==> config.mk <==
export PLATFORM = sky130hd
export DESIGN_NAME = cns_ram
export DESIGN_NICKNAME = d
export VERILOG_FILES = /design/src/rtl/core/cns_ram.sv
export SDC_FILE = /design/constraint.sdc
export NUM_CORES = 2
export LEC_CHECK = 0
export BUFFER_PORTS_ARGS = -buffer_cell sky130_fd_sc_hd__buf_4
export CAP_MARGIN = 10
export CORE_ASPECT_RATIO = 1.25
export CORE_MARGIN = 2
export CORE_UTILIZATION = 25
export DETAILED_ROUTE_END_ITERATION = 8
export PLACE_DENSITY = 0.38
export SLEW_MARGIN = 20
export SYNTH_ARGS = -nofsm -noshare
export SYNTH_HDL_FRONTEND = slang
export SYNTH_SLANG_ARGS = --single-unit
==> constraint.sdc <==
create_clock -name clk -period 4.6 [get_ports clk]
set_input_delay 0.92 -clock clk [delete_from_list [all_inputs] [get_ports clk]]
set_output_delay 0.92 -clock clk [all_outputs]
set_load 0.01 [all_outputs]
==> src/rtl/core/cns_ram.sv <==
module cns_ram #(
  parameter int WIDTH = 32,
  parameter int DEPTH = 64
) (
  input  logic                     clk,
  input  logic                     we,
  input  logic [$clog2(DEPTH)-1:0] waddr,
  input  logic [WIDTH-1:0]         wdata,
  input  logic [$clog2(DEPTH)-1:0] raddr,
  output logic [WIDTH-1:0]         rdata
);

  logic [WIDTH-1:0] mem [DEPTH];

  // One write port, one registered read port.
  always_ff @(posedge clk) begin
    if (we) begin
      mem[waddr] <= wdata;
    end
    rdata <= mem[raddr];
  end

endmodule

==> run_results.csv <==
group,metric,value,unit
synth,synthCells,3324,
hold_path,hold_depth,1,
detailed_routing,top_layer,"met5",
clocking,path_clk_slew,0.06,ns
job,drv_cap,0,
clocking,cts_tree,"done",
power,irDropWorstVdd,0.2955,mV
critical_path,r2r_cells,4,
critical_path,cp-start-kind,"input port",
placement,placed_area,86140,um^2
finish,fillers,30240,
die,core_area,313400,um^2
synth,post_synth_and_or_nand_nor_area_fraction,0.01265,
critical_path,critPathKind,"in -> reg",
grt,grt_pass1_vias,38870,
synth,synth_area,78520,um^2
synth,synth_edf_count,2048,
synth,ys_types,34,
detailed_routing,wl_met3,9186,um
clocking,clk_latency,0.88,ns
clocking,cts-root-buf,"clkbuf_16",
synth,syn_avg_cell_area,23.62,um^2
grt,antenna_found_initial,15,
sta,rsz0062_at_grt,"false",
detailed_routing,postRouteWirelength,247700,um
sta,timing.fmax,295.5,MHz
finish,layout_common_cells,"edfxtp_1 (2,048), mux4_2 (544), buf_4 (230), clkbuf_16 (222), mux2i_1 (93)",
synth,yosys_most_used_dff,"edfxtp_1",
clocking,cts_buffers,219,
power,leakage,28.29,nW
synth,synth_compound_area_frac,0.01673,
finish,layout_commonest_cell,"edfxtp_1",
synth,async_reset_ff_frac,0,
synth,synth_xor_area_frac,0,
finish,design_area,92890,um^2
synth,synth_top_family_by_area,"multiplexers",
die,dieWidth,505.2,um
detailed_routing,drtPass1Iterations,5,
finish,nets,3694,
clocking,clock-sinks,2080,
sta,fin_skew,0.05421,ns
sta,post-route-period-util,0.7358,
finish,drive_above_1_share,0.3122,
critical_path,r2r-start,"mem[28][9]",
synth,synthMuxAreaShare,0.1679,
detailed_routing,ant_nets,0,
die,io_pins,78,
hold_path,min-delay-start,"wdata[25]",
sta,worst_pin_slew,1.096,ns
detailed_routing,dr_total_vias,36740,
detailed_routing,wl_met2,127900,um
synth,synthAdderAreaFrac,0,
critical_path,worstPathMaxFanout,35,
grt,track_usage,0.1532,
placement,hpwl,139400,um
sta,finalHoldViolCount,0,
detailed_routing,routedWlPerCell,30.96,um
die,num_rows,230,
synth,yosys_warnings,0,
clocking,htree_levels,4,
detailed_routing,wirelength_met1,105400,um
detailed_routing,drt_iter0_drc,2839,
placement,numPortBuffers,77,
die,initial_core_util,0.2505,
sta,tns,0,ns
critical_path,worstSetupEndpointType,"flop",
synth,syn_nets,3370,
grt,grt_pass1_wl,338700,um
critical_path,r2r_slack,2.35,ns
sta,maxSlewViolCount,0,
clocking,cts_resized,0,
die,die_h,630.6,um
die,die_area,318600,um^2
sta,finalSetupViolCount,0,
status,outcome,"complete, no violations",
critical_path,crit_arrival,4.11,ns
power,p_per_area,433.8,nW/um^2
grt,overflow,0,
grt,grt_max_degree,65,
finish,syn2layout_area_growth,18.31,%
hold_path,hold_end,"mem[8][25]",
detailed_routing,vias_per_cell,4.593,
synth,ys_ff_latch,2080,
detailed_routing,drcViolationCount,0,
sta,maxSlewHeadroom,0.2675,
synth,ys_seq_area_frac,0.7914,
clocking,clockBufferDepth,4,
hold_path,worstHoldPathType,"in -> reg",
critical_path,r2r_end,"rdata[9]",
critical_path,crit_required,5.33,ns
placement,gp_congestion,0.7236,
clocking,postCtsHoldBufs,0,
sta,finalCriticalPeriod,3.385,ns
clocking,post_cts_buffers,0,
==> routing by layer <==
layer  global-route usage  vias to the layer above
met4              0.03470                        6
met3              0.02027                      297
met5                    0                        -
li1                     -                    14940
met1               0.1991                    20790
met2               0.2706                      705
==> sequential cells by signal, summed over array words and instances, names as in the netlist <==
name and cells:
mem 2048, rdata 32
==> synthesized netlist by cell type, types with 5 or more instances <==
cell,n,area share
clkbuf_1,74,0.0035
nor2b_1,15,0.0012
nor3_1,7,0.00045
nand3b_1,5,0.00048
o221ai_1,27,0.0030
a21oi_1,62,0.0040
buf_6,5,0.00072
mux2i_1,93,0.012
nand2_1,26,0.0012
a22oi_1,12,0.0011
nand2b_1,8,0.00064
edfxtp_1,2048,0.78
buf_4,25,0.0024
buf_1,21,0.0010
o22ai_1,84,0.0067
nor2_1,137,0.0065
nand3_1,5,0.00032
buf_2,57,0.0036
a311oi_1,8,0.00089
dfxtp_1,32,0.0082
mux4_2,544,0.16
==> critical path, cell delays in order <==
cell and delay, ns:
buf_8 0.43, buf_4 0.49, buf_4 0.31, mux4_2 0.52, mux4_2 0.51, o22ai_1 0.61, nor2_1 0.10
==> layout make-up <==
type	count	area, um^2	area share
tap	4176	5225	0.05625
sequential	2080	62140	0.6689
multi-input combinational	1062	15980	0.1720
antenna	6	15.01	0.0001616
clock inverter	117	922.1	0.009927
clock buffer	274	5811	0.06255
timing repair buffer	285	2804	0.03018
==> power breakdown <==
part | switching (W) | internal [W]
Sequential | 0.000108 | 0.0210
Combinational | 0.00131 | 0.000790
Clock | 0.00744 | 0.00967
==> through the flow <==
step,hold WS [ns],std cells,setup slack [ns],power (W),util
2_1_floorplan,0.6632,3324,0.5202,0.02246,-
3_3_place_gp,0.7338,7603,0.2314,0.02369,0.2749
3_5_place_dp,0.7585,7603,0.2288,0.02370,0.2749
4_1_cts,0.4024,7994,1.169,0.04093,0.2964
5_1_grt,0.4454,7995,1.097,0.04161,0.2964
6_report,0.4752,8000,1.215,0.04030,0.2964
==> how the worst max path moves through the flow <==
stage / endpoint / from / depth (start not counted)
2_1_floorplan: mem[48][0] / waddr[3] / 4
3_3_place_gp: rdata[28] / raddr[0] / 7
3_5_place_dp: rdata[28] / raddr[0] / 7
4_1_cts: rdata[28] / raddr[0] / 7
5_1_grt: rdata[28] / raddr[0] / 7
6_report: rdata[28] / raddr[0] / 7
==> logic make-up after synthesis <==
kind of cell | Yosys count
mux | 637
simple gates | 223
buf+inv | 182
compound gates | 202
flops | 2080
Power figures use the tool's default switching activity.
